**config.mk**
```make
export PLATFORM = sky130hd
export DESIGN_NAME = go_back_n_sender
export DESIGN_NICKNAME = d
export VERILOG_FILES = /design/src/gbn_pkg.sv /design/src/gbn_ram.sv /design/src/gbn_ctrl.sv /design/src/gbn_dp.sv /design/src/go_back_n_sender.sv
export SDC_FILE = /design/constraint.sdc
export NUM_CORES = 1
export LEC_CHECK = 0
export BUFFER_PORTS_ARGS = -buffer_cell sky130_fd_sc_hd__buf_2
export CAP_MARGIN = 20
export CORE_UTILIZATION = 60
export DETAILED_ROUTE_END_ITERATION = 7
export PLACE_DENSITY = 0.84
export RECOVER_POWER = 100
export SLEW_MARGIN = 20
export SYNTH_ARGS = -nofsm -noshare
export SYNTH_HDL_FRONTEND = slang
export SYNTH_SLANG_ARGS = --single-unit
```
**constraint.sdc**
```tcl
create_clock -name clk -period 12.8 [get_ports clk]
set_input_delay 3.2 -clock clk [delete_from_list [all_inputs] [get_ports clk]]
set_output_delay 3.2 -clock clk [all_outputs]
set_load 0.01 [all_outputs]
```
**src/gbn_pkg.sv**
```systemverilog
// shared types and constants for the go-back-n sender
// used by gbn_ctrl, gbn_dp and go_back_n_sender; depends on nothing
package gbn_pkg;

  // sequence space and field widths
  localparam int SEQ_SPACE = 16;
  localparam int SEQ_BITS  = 4;
  localparam int TAG_BITS  = 32;
  localparam int WIN_BITS  = 4;

  localparam logic [WIN_BITS-1:0] WINDOW_RESET = 4'd7;

  // command codes of an input word; code 3 is ignored
  typedef enum logic [1:0] {
    CMD_SEND    = 2'd0,
    CMD_ACK     = 2'd1,
    CMD_TIMEOUT = 2'd2
  } cmd_t;

  // controller to datapath
  typedef struct packed {
    logic take_in;    // capture the input word into the hold register
    logic exec_hold;  // run the held word and load its single result
    logic start_rtx;  // point the retransmit index at the window base
    logic emit_rtx;   // load one retransmission and step the index
  } ctrl_cmd_t;

  // datapath to controller
  typedef struct packed {
    logic out_free;   // output register can take a word this cycle
    logic hold_rtx;   // held word is a timeout with packets outstanding
    logic rtx_final;  // current retransmit slot is the newest outstanding one
  } dp_status_t;

endpackage

```
**src/gbn_ram.sv**
```systemverilog
// generic single-port-write, single-port-read ram with registered read data
// depends on nothing
module gbn_ram #(
  parameter int WIDTH = 32,
  parameter int DEPTH = 16
) (
  input  logic                     clk,
  input  logic                     we,
  input  logic [$clog2(DEPTH)-1:0] waddr,
  input  logic [WIDTH-1:0]         wdata,
  input  logic [$clog2(DEPTH)-1:0] raddr,
  output logic [WIDTH-1:0]         rdata
);

  logic [WIDTH-1:0] mem [DEPTH];

  // write port and registered read port
  always_ff @(posedge clk) begin
    if (we) begin
      mem[waddr] <= wdata;
    end
    rdata <= mem[raddr];
  end

endmodule

```
**src/gbn_ctrl.sv**
```systemverilog
// sequencing controller for the go-back-n sender
// depends on gbn_pkg; drives the datapath through gbn_pkg::ctrl_cmd_t
module gbn_ctrl (
  input  logic                clk,
  input  logic                rst,
  input  logic                in_valid,
  output logic                in_stall,
  input  gbn_pkg::dp_status_t status,
  output gbn_pkg::ctrl_cmd_t  cmd
);

  typedef enum logic [1:0] {
    S_IDLE,
    S_HOLD,
    S_RTX_LOAD,
    S_RTX_EMIT
  } state_t;

  state_t state;
  state_t state_next;
  logic   can_take;

  // next state and command decode
  always_comb begin
    state_next = state;
    can_take   = 1'b0;
    cmd        = '0;
    case (state)
      S_IDLE: begin
        can_take = 1'b1;
      end
      S_HOLD: begin
        if (status.out_free) begin
          if (status.hold_rtx) begin
            cmd.start_rtx = 1'b1;
            state_next    = S_RTX_LOAD;
          end else begin
            cmd.exec_hold = 1'b1;
            can_take      = 1'b1;
            state_next    = S_IDLE;
          end
        end
      end
      S_RTX_LOAD: begin
        state_next = S_RTX_EMIT;
      end
      S_RTX_EMIT: begin
        if (status.out_free) begin
          cmd.emit_rtx = 1'b1;
          if (status.rtx_final) begin
            can_take   = 1'b1;
            state_next = S_IDLE;
          end
        end
      end
      default: begin
        state_next = S_IDLE;
      end
    endcase
    // a word taken now is held for the next cycle
    cmd.take_in = can_take && in_valid;
    if (cmd.take_in) begin
      state_next = S_HOLD;
    end
  end

  assign in_stall = !can_take;

  // state register
  always_ff @(posedge clk) begin
    if (rst) begin
      state <= S_IDLE;
    end else begin
      state <= state_next;
    end
  end

endmodule

```
**src/gbn_dp.sv**
```systemverilog
// datapath of the go-back-n sender: window pointers, slot store, hold and output words
// depends on gbn_pkg and gbn_ram; steered by gbn_ctrl
module gbn_dp (
  input  logic                          clk,
  input  logic                          rst,
  input  gbn_pkg::ctrl_cmd_t            cmd,
  output gbn_pkg::dp_status_t           status,
  // input word
  input  logic [1:0]                    command,
  input  logic [gbn_pkg::TAG_BITS-1:0]  msg_tag,
  input  logic [gbn_pkg::SEQ_BITS-1:0]  ack_seq,
  input  logic                          ack_good,
  // result word
  output logic                          out_valid,
  input  logic                          out_stall,
  output logic                          xmit_valid,
  output logic [gbn_pkg::SEQ_BITS-1:0]  xmit_seq,
  output logic [gbn_pkg::TAG_BITS-1:0]  xmit_tag,
  output logic                          accepted,
  output logic                          timer_start,
  output logic                          timer_stop,
  output logic                          last,
  // window size register
  input  logic                          cfg_valid,
  output logic                          cfg_ready,
  input  logic [gbn_pkg::WIN_BITS-1:0]  window_size
);

  // hold register for one input word
  gbn_pkg::cmd_t                 hold_cmd;
  logic [gbn_pkg::TAG_BITS-1:0]  hold_tag;
  logic [gbn_pkg::SEQ_BITS-1:0]  hold_ack;
  logic                          hold_good;

  // window state
  logic [gbn_pkg::WIN_BITS-1:0]  win_size;
  logic [gbn_pkg::SEQ_BITS-1:0]  window_base;
  logic [gbn_pkg::SEQ_BITS-1:0]  window_base_next;
  logic [gbn_pkg::SEQ_BITS-1:0]  next_seq;
  logic [gbn_pkg::SEQ_BITS-1:0]  next_seq_next;

  // retransmit walk
  logic [gbn_pkg::SEQ_BITS-1:0]  idx;
  logic [gbn_pkg::SEQ_BITS-1:0]  idx_next;
  logic [gbn_pkg::SEQ_BITS-1:0]  idx_inc;
  logic [gbn_pkg::TAG_BITS-1:0]  slot_rdata;

  // derived window quantities
  logic [gbn_pkg::SEQ_BITS-1:0]  outstanding;
  logic [gbn_pkg::SEQ_BITS-1:0]  ack_dist;
  logic [gbn_pkg::SEQ_BITS-1:0]  ack_inc;
  logic                          send_ok;
  logic                          ack_ok;
  logic                          slot_we;

  // result word being formed
  logic                          res_xvalid;
  logic [gbn_pkg::SEQ_BITS-1:0]  res_seq;
  logic [gbn_pkg::TAG_BITS-1:0]  res_tag;
  logic                          res_acc;
  logic                          res_tstart;
  logic                          res_tstop;
  logic                          res_last;
  logic                          out_load;

  // modulo arithmetic wraps naturally in the sequence width
  assign outstanding = next_seq - window_base;
  assign ack_dist    = hold_ack - window_base;
  assign ack_inc     = hold_ack + 1'b1;
  assign idx_inc     = idx + 1'b1;
  // window size is at most SEQ_SPACE-1 by its width, so no clamp is needed
  assign send_ok     = outstanding < win_size;
  assign ack_ok      = hold_good && (ack_dist < outstanding);
  assign slot_we     = cmd.exec_hold && (hold_cmd == gbn_pkg::CMD_SEND) && send_ok;

  // status toward the controller
  assign status.out_free  = !out_valid || !out_stall;
  assign status.hold_rtx  = (hold_cmd == gbn_pkg::CMD_TIMEOUT) && (outstanding != '0);
  assign status.rtx_final = idx_inc == next_seq;

  // result word and pointer updates
  always_comb begin
    res_xvalid       = 1'b0;
    res_seq          = '0;
    res_tag          = '0;
    res_acc          = 1'b0;
    res_tstart       = 1'b0;
    res_tstop        = 1'b0;
    res_last         = 1'b1;
    window_base_next = window_base;
    next_seq_next    = next_seq;
    idx_next         = idx;
    if (cmd.emit_rtx) begin
      res_xvalid = 1'b1;
      res_seq    = idx;
      res_tag    = slot_rdata;
      res_tstart = idx == window_base;
      res_last   = status.rtx_final;
      idx_next   = idx_inc;
    end else if (cmd.start_rtx) begin
      idx_next = window_base;
    end else if (cmd.exec_hold) begin
      case (hold_cmd)
        gbn_pkg::CMD_SEND: begin
          if (send_ok) begin
            res_xvalid    = 1'b1;
            res_seq       = next_seq;
            res_tag       = hold_tag;
            res_acc       = 1'b1;
            res_tstart    = outstanding == '0;
            next_seq_next = next_seq + 1'b1;
          end
        end
        gbn_pkg::CMD_ACK: begin
          if (ack_ok) begin
            window_base_next = ack_inc;
            res_tstart       = ack_inc != next_seq;
            res_tstop        = 1'b1;
          end
        end
        gbn_pkg::CMD_TIMEOUT: begin
          // only reached with nothing outstanding
          res_tstart = 1'b1;
        end
        default: begin
        end
      endcase
    end
  end

  assign out_load = cmd.exec_hold || cmd.emit_rtx;

  // slot descriptor store; read address follows the walk index
  gbn_ram #(
    .WIDTH (gbn_pkg::TAG_BITS),
    .DEPTH (gbn_pkg::SEQ_SPACE)
  ) u_slots (
    .clk   (clk),
    .we    (slot_we),
    .waddr (next_seq),
    .wdata (hold_tag),
    .raddr (idx_next),
    .rdata (slot_rdata)
  );

  // configuration write port, always ready
  assign cfg_ready = 1'b1;

  // control registers
  always_ff @(posedge clk) begin
    if (rst) begin
      win_size    <= gbn_pkg::WINDOW_RESET;
      window_base <= '0;
      next_seq    <= '0;
      out_valid   <= 1'b0;
    end else begin
      if (cfg_valid) begin
        win_size <= window_size;
      end
      window_base <= window_base_next;
      next_seq    <= next_seq_next;
      if (out_load) begin
        out_valid <= 1'b1;
      end else if (!out_stall) begin
        out_valid <= 1'b0;
      end
    end
  end

  // payload registers
  always_ff @(posedge clk) begin
    idx <= idx_next;
    if (cmd.take_in) begin
      hold_cmd  <= gbn_pkg::cmd_t'(command);
      hold_tag  <= msg_tag;
      hold_ack  <= ack_seq;
      hold_good <= ack_good;
    end
    if (out_load) begin
      xmit_valid  <= res_xvalid;
      xmit_seq    <= res_seq;
      xmit_tag    <= res_tag;
      accepted    <= res_acc;
      timer_start <= res_tstart;
      timer_stop  <= res_tstop;
      last        <= res_last;
    end
  end

endmodule

```
**src/go_back_n_sender.sv**
```systemverilog
// go-back-n sender: send and ack words give one result; a word is taken every cycle
// when the output is free and no walk runs; a taken word is held, then its result loaded
// timeout with n outstanding: point the walk index and start the slot store read, then
// n results one per cycle unless stalled; the next word is taken with the final result
// synchronous active-high reset: window base and next sequence zero, window size 7,
// output empty; slot store contents undefined until written (no clearing pass)
module go_back_n_sender (
  input  logic                          clk,
  input  logic                          rst,
  // input channel
  input  logic                          in_valid,
  output logic                          in_stall,
  input  logic [1:0]                    command,
  input  logic [gbn_pkg::TAG_BITS-1:0]  msg_tag,
  input  logic [gbn_pkg::SEQ_BITS-1:0]  ack_seq,
  input  logic                          ack_good,
  // result channel
  output logic                          out_valid,
  input  logic                          out_stall,
  output logic                          xmit_valid,
  output logic [gbn_pkg::SEQ_BITS-1:0]  xmit_seq,
  output logic [gbn_pkg::TAG_BITS-1:0]  xmit_tag,
  output logic                          accepted,
  output logic                          timer_start,
  output logic                          timer_stop,
  output logic                          last,
  // window size write channel
  input  logic                          cfg_valid,
  output logic                          cfg_ready,
  input  logic [gbn_pkg::WIN_BITS-1:0]  window_size
);

  gbn_pkg::ctrl_cmd_t  cmd;
  gbn_pkg::dp_status_t status;

  // sequencing
  gbn_ctrl u_ctrl (
    .clk      (clk),
    .rst      (rst),
    .in_valid (in_valid),
    .in_stall (in_stall),
    .status   (status),
    .cmd      (cmd)
  );

  // window state, slot store and output word
  gbn_dp u_dp (
    .clk         (clk),
    .rst         (rst),
    .cmd         (cmd),
    .status      (status),
    .command     (command),
    .msg_tag     (msg_tag),
    .ack_seq     (ack_seq),
    .ack_good    (ack_good),
    .out_valid   (out_valid),
    .out_stall   (out_stall),
    .xmit_valid  (xmit_valid),
    .xmit_seq    (xmit_seq),
    .xmit_tag    (xmit_tag),
    .accepted    (accepted),
    .timer_start (timer_start),
    .timer_stop  (timer_stop),
    .last        (last),
    .cfg_valid   (cfg_valid),
    .cfg_ready   (cfg_ready),
    .window_size (window_size)
  );

endmodule

```
==> metrics.txt, run 1 <==
GRT Util Overall=0.2725; Crit-path slowest cell=sky130_fd_sc_hd__clkbuf_1; violated checks=max-capacitance violations, max-slew violations; type of the worst setup path=primary input to flip-flop; crit path buf inv count=3; Worst slew margin=-1.140; number of DRC markers in iteration 0=1653; vias in the first global route=14140; transition time at the pin with the least slew margin=3.208 ns; final setup skew=0.02689 ns; routed length per instance=roughly 26 um; CTS Hold Buffers Added=0; die width=204.8 um; list of most frequent post-synthesis cells=sky130_fd_sc_hd__edfxtp_1, sky130_fd_sc_hd__nand2_1, sky130_fd_sc_hd__a21oi_1, sky130_fd_sc_hd__mux2i_1, sky130_fd_sc_hd__a221oi_1; Max Used Layer=met4; total of endpoints with negative setup slack in the final report=0; number of setup buffers added after CTS=0; result of the run=finished, violations left; min-delay worst type=flip-flop to flip-flop; final net count=approximately 1700; synthesis-to-layout area growth=10.75%; hold path depth=2; Syn Inst Count=around 1500; clock latency on the worst-skew pair=between 0.6 and 0.7 ns; drt total wl=56620 um; clock tree root buffer cell=sky130_fd_sc_hd__clkbuf_16; Worst Reg2Reg Path Length in Cells=13; number of detailed-routing iterations run before antenna repair=7; Critical Path Max Stage Delay=2.13 ns; Site Rows=73; level count of the clock H-tree=2; routability-driven placement congestion ratio=just over 0.8; clock buffers created by TritonCTS=60; Die Ht=204.8 um; portion of the clock cycle consumed by the worst path in the final layout=0.7906; reg-to-reg setup timing slack=3.99 ns; clock sink total=643; Post-Route Setup TNS=0 ns; Final Max Tran Viols=734; total core area=40190 um^2; syn_nets=1579; cell repeated most along the worst path=sky130_fd_sc_hd__clkbuf_1; crit path cell chain=clkbuf_1 -> a21boi_0 -> nand2b_1 -> a2111oi_0 -> clkbuf_1 -> nand2_1 -> nor2_1 -> clkbuf_1; GRT Residual Overflow=0; Worst EP arrival=just over 10 ns; non-filler instance count after layout=2172; number of antenna violations at the first check in global routing=0; die footprint=41940 um^2; Synth Cell Area=24670 um^2; post-cts sizing count=0; area share of the largest cell type after synthesis=0.7205; Max Clk Rate=98.82 MHz; met1 wire length=between 20000 and 25000 um; highest fanout seen on the critical path=45; Synth warnings=0; initial core utilization=0.6140; num ports=92; Cells after DPL=2059; largest voltage drop on the vdd net=roughly 0.00013 V; Final Hold Vio Count=0; wire length of the first global-routing pass=83220 um; met3 routed wirelength=about 5300 um; number of flops mapped to enable cells by yosys=roughly 600; HPWL after DPL=~28000 um; via total after detailed routing=14240; Worst Setup End Kind=flip-flop; max-cap viol count=25; required time at the endpoint of the critical path=13.01 ns; quantity of I/O buffers inserted on ports=90; CTS clk-pin slew, worst paths=0.06 ns; count of different cell masters after synthesis=55; post-layout min period=10.12 ns; leading area contributor after synthesis=sky130_fd_sc_hd__edfxtp_1; CP startpoint kind=primary input; kind of cell adding the most delay to the critical path=buffers and inverters; number of inserted diodes=0; path length in cells of the critical path=8; Antenna Nets Post-Route=0; Mean Syn Cell Area=16.29 um^2; largest net degree at the start of global routing=between 100 and 150; fraction of registers with async set or reset after synthesis=0; DRC errors left=0; most instantiated library cell after synthesis=sky130_fd_sc_hd__edfxtp_1; register bit count reported by yosys=643; fraction of final layout cells sized beyond drive strength 1=0.09168; maximum clock path buffer count=3; top cells by area, synth=sky130_fd_sc_hd__edfxtp_1, sky130_fd_sc_hd__mux2i_1, sky130_fd_sc_hd__a221oi_1; sequential element share of the synthesized area=0.7618; TritonCTS clock tree=done; met2 wirelength from detailed routing=between 20000 and 30000 um; total power per unit cell area=152.0 nW/um^2; most used flip-flop cell after synthesis=sky130_fd_sc_hd__edfxtp_1; routed vias/inst=about 6.6; leakage power=10.16 nW; RSZ-0062 raised after global routing=no
## worst paths after layout
check | start | endpoint
setup / recovery | out_stall | u_dp.u_slots.mem[4][29]$_DFFE_PP_
hold / removal | u_dp.win_size[1]$_SDFFE_PP1P_ | u_dp.win_size[1]$_SDFFE_PP1P_
setup reg to reg | u_dp.next_seq[0]$_SDFFE_PP0P_ | u_dp.u_slots.mem[4][29]$_DFFE_PP_
hold reg to reg | u_dp.win_size[1]$_SDFFE_PP1P_ | u_dp.win_size[1]$_SDFFE_PP1P_
## per-layer routing
layer	GRT usage	vias up
li1	-	6169
met1	0.3534	7003
met2	0.4380	884
met3	0.05472	181
met4	0.1421	0
met5	0	-
## area by class of cell
class,count,area (um^2)
clock buffer,73,1572
timing repair buffer,118,530.5
multi-input combinational,754,5331
sequential,643,18800
tap,525,656.9
inverter,19,80.08
fill,2513,12860
clock inverter,40,359.1
## power breakdown
part | switching, mW | total, mW | internal [mW]
Clock | 0.756 | 1.73 | 0.977
Combinational | 0.0466 | 0.0705 | 0.0239
Sequential | 0.0316 | 2.35 | 2.32
## worst min-delay path, stage by stage (launching register included)
cell and delay [ns]:
sky130_fd_sc_hd__dfxtp_1 0.30, sky130_fd_sc_hd__inv_1 0.07, sky130_fd_sc_hd__o211ai_1 0.08
## kinds of logic after synthesis
kind of cell | count (synthesis) | share of synthesized area
XOR/XNOR | 24 | 0.008519
flip-flops | 643 | 0.7618
adder cells (fa/ha/maj) | 18 | 0.009533
AO/OA/AOI/OAI | 328 | 0.09452
multiplexers | 136 | 0.05522
AND/OR/NAND/NOR | 247 | 0.04675
buffers and inverters | 118 | 0.02348
other | 1 | 0.0001520
## cell usage in the layout, fill, tap and decap left out, drive strengths merged, types with 14 or more instances in the layout
master    n
clkinv   33
nor2     29
mux2i   135
buf      50
a221oi  126
xnor2    19
dfxtp    51
nand2   147
or4      32
edfxtp  592
clkbuf  141
a22o     35
inv      19
a21oi   138
ha       14
## per-stage QoR
| step | worst slack (ns) | utilization | total power, mW | instance area (um^2) | hold WS (ns) |
|---|---|---|---|---|---|
| 6_report | 2.681 | 0.6800 | 4.153 | 27330 | 0.5073 |
| 5_1_grt | 2.322 | 0.6800 | 4.251 | 27330 | 0.5142 |
| 4_1_cts | 4.995 | 0.6859 | 4.170 | 27560 | 0.5083 |
| 3_5_place_dp | 4.373 | 0.6378 | 2.465 | 25630 | 0.4883 |
| 3_3_place_gp | 4.486 | 0.6378 | 2.461 | 25630 | 0.4683 |
| 2_1_floorplan | 5.226 | - | 2.425 | 24670 | 0.4402 |
## sequential cells by signal, summed over array words and instances, names as in the netlist
name and count:
u_dp.hold_ack 4, u_dp.out_valid 1, u_dp.xmit_seq 4, u_dp.u_slots.rdata 32, u_dp.last 1, u_dp.timer_stop 1
u_dp.hold_good 1, u_dp.xmit_tag 32, u_dp.hold_tag 32, u_dp.hold_cmd 2, u_dp.u_slots.mem 512, u_dp.next_seq 4
u_dp.win_size 4, u_ctrl.state 2, u_dp.timer_start 1, u_dp.xmit_valid 1, u_dp.accepted 1, u_dp.window_base 4
u_dp.idx 4
(Power assumes the default switching activity.)
==> inputs of run 2 (changes only) <==
- clock period: 12.8 -> 9.42 ns (I/O delays scaled with it)
==> run 2 against run 1 <==
The run still ends with max-capacitance violations, max-slew violations left. Sequential share of layout area is 0.47 points lower. Clock power is 47% higher. Cell area grew 0.69%. Critical path type unchanged. Largest cell class unchanged. Highest routed layer unchanged.
==> metrics.txt, run 2 (synthesis gave the netlist of run 1 again) <==
clock buffers created by TritonCTS=60 (unchanged); final setup skew=0.02129 ns (-0.005595 ns); leading cell types in the layout, fill and taps excluded=sky130_fd_sc_hd__edfxtp_1, sky130_fd_sc_hd__nand2_1, sky130_fd_sc_hd__a21oi_1, sky130_fd_sc_hd__mux2i_1, sky130_fd_sc_hd__a221oi_1; num ports=92 (unchanged); RSZ-0062 raised after global routing=no; CTS Hold Buffers Added=0 (unchanged); quantity of I/O buffers inserted on ports=90 (unchanged); Max Clk Rate=126.3 MHz; synthesis-to-layout area growth=11.52%; HPWL after DPL=28590 um (+3.8%); Switching Fraction=0.1986 (-0.002242); total of endpoints with negative setup slack in the final report=0 (unchanged); die width=204.8 um (unchanged); routed vias/inst=6.608 (+0.81%); via total after detailed routing=14360 (+0.86%); routability-driven placement congestion ratio=0.8311 (+2.4%); TritonCTS clock tree=done; required time at the endpoint of the critical path=9.67 ns (-3.34 ns); cell internal power dissipation=4.680 mW (+41%); clock latency on the worst-skew pair=0.64 ns (about the same); clock tree root buffer cell=sky130_fd_sc_hd__clkbuf_16; vias in the first global route=14210 (+0.47%); result of the run=finished, violations left; initial core utilization=0.6140 (unchanged); largest net degree at the start of global routing=130 (+8.3%); combinational power share=0.016 (about the same); Worst slew margin=-0.9606 (+0.1794); Worst EP arrival=8.17 ns (-2.16 ns); CP startpoint kind=primary input; level count of the clock H-tree=2 (unchanged); fraction of final layout cells sized beyond drive strength 1=0.1038 (+0.01214); violated checks=max-capacitance violations, max-slew violations; Final Max Tran Viols=281 (-62%); maximum clock path buffer count=3 (unchanged); sw power=1.160 mW (+39%); GRT Util Overall=0.2723 (about the same); Die Ht=204.8 um (unchanged); post-cts sizing count=0 (unchanged); total power per unit cell area=212.2 nW/um^2 (+40%); die footprint=41940 um^2 (unchanged); largest voltage drop on the vdd net=0.0001485 V (+18%); GRT Residual Overflow=0 (unchanged); number of detailed-routing iterations run before antenna repair=6 (-1); Antenna Nets Post-Route=0 (unchanged); share of power burned in registers=0.547 (-0.019); clock sink total=643 (unchanged); min-delay worst type=flip-flop to flip-flop; Critical Path Max Stage Delay=2.06 ns (-0.07 ns); Most flops, register=u_dp.u_slots.mem; Total Power Consumption=5.840 mW (+41%); Post-Route Setup TNS=0 ns (unchanged); leakage power=10.30 nW (+1.4%); post-layout min period=between 7 and 8 ns; Site Rows=73 (unchanged); DRC errors left=0 (unchanged); highest fanout seen on the critical path=45 (unchanged); number of flip-flops under the largest register name=512 (unchanged); total core area=40190 um^2 (unchanged); type of the worst setup path=primary input to flip-flop; portion of the clock cycle consumed by the worst path in the final layout=0.8407; drt total wl=56700 um (+0.15%); max-cap viol count=8 (-68%); cell repeated most along the worst path=sky130_fd_sc_hd__clkbuf_1; Final Hold Vio Count=0 (unchanged); number of antenna violations at the first check in global routing=1 (+1); clock network fraction of total power=0.437 (+0.020); routed length per instance=26.09 um (+0.11%); CTS clk-pin slew, worst paths=0.07 ns (about the same); Worst Setup End Kind=flip-flop; commonest non-fill, non-tap cell in the layout=sky130_fd_sc_hd__edfxtp_1; number of DRC markers in iteration 0=1627 (-1.6%); wire length of the first global-routing pass=83820 um (+0.72%); Crit-path slowest cell=sky130_fd_sc_hd__clkbuf_1; transition time at the pin with the least slew margin=2.941 ns (-0.2672 ns); crit path cell chain=clkbuf_1 -> a21boi_0 -> nand2b_1 -> a2111oi_0 -> clkbuf_1 -> nand2_1 -> nor2_1 -> clkbuf_2; number of setup buffers added after CTS=0 (unchanged); final net count=1662 (+0.12%)
[run 2: layer usage]
layer  share of wire  wire length (um)  GRT usage
met3           0.096              5448    0.05775
met5               0                 0          0
met1            0.37             21140     0.3562
met4           0.031              1755     0.1130
met2            0.50             28360     0.4451
[run 2: final timing paths]
check,startpoint,end,slack [ns],depth (start not counted)
worst min register to register,u_dp.win_size[0]$_SDFFE_PP1P_,u_dp.win_size[0]$_SDFFE_PP1P_,0.49,2
worst min-delay path,u_dp.win_size[0]$_SDFFE_PP1P_,u_dp.win_size[0]$_SDFFE_PP1P_,0.49,2
worst max register to register,u_dp.next_seq[0]$_SDFFE_PP0P_,u_dp.u_slots.mem[14][18]$_DFFE_PP_,1.86,13
worst max-delay path,out_stall,u_dp.u_slots.mem[14][18]$_DFFE_PP_,1.50,8
[run 2: power by group through the flow]
stage	registers, mW	clock network, mW	logic, mW
after floorplan	3.24	0	0.0541
after global placement	3.25	0	0.0969
after CTS	3.19	2.57	0.101
final	3.19	2.55	0.0960
after detailed placement	3.25	0	0.100
after global routing	3.20	2.67	0.104
[run 2: through the flow]
stage | worst slack, ns | hold WS (ns) | cells | utilization | area (um^2)
after floorplan | 2.691 | 0.4402 | 1515 | - | 24670
after global placement | 2.395 | 0.4704 | 2061 | 0.6382 | 25650
after detailed placement | 2.228 | 0.4761 | 2061 | 0.6382 | 25650
after CTS | 2.837 | 0.4976 | 2172 | 0.6902 | 27740
after global routing | 1.276 | 0.5410 | 2172 | 0.6846 | 27510
final | 1.501 | 0.4903 | 2173 | 0.6847 | 27520
[run 2: critical path: cells and delay by family]
kind | cells | cell delay, ns
buf+inv | 3 | 3.11
simple gates | 3 | 1.75
compound gates | 2 | 0.91
[run 2: final cells by class]
cell class	count	area, um^2
Antenna cell	1	2.502
Timing Repair Buffer	120	573.1
Inverter	19	83.83
Clock buffer	75	1619
Multi-Input combinational cell	754	5311
Sequential cell	643	18800
Fill cell	2529	12670
Tap cell	525	656.9
Clock inverter	36	471.7
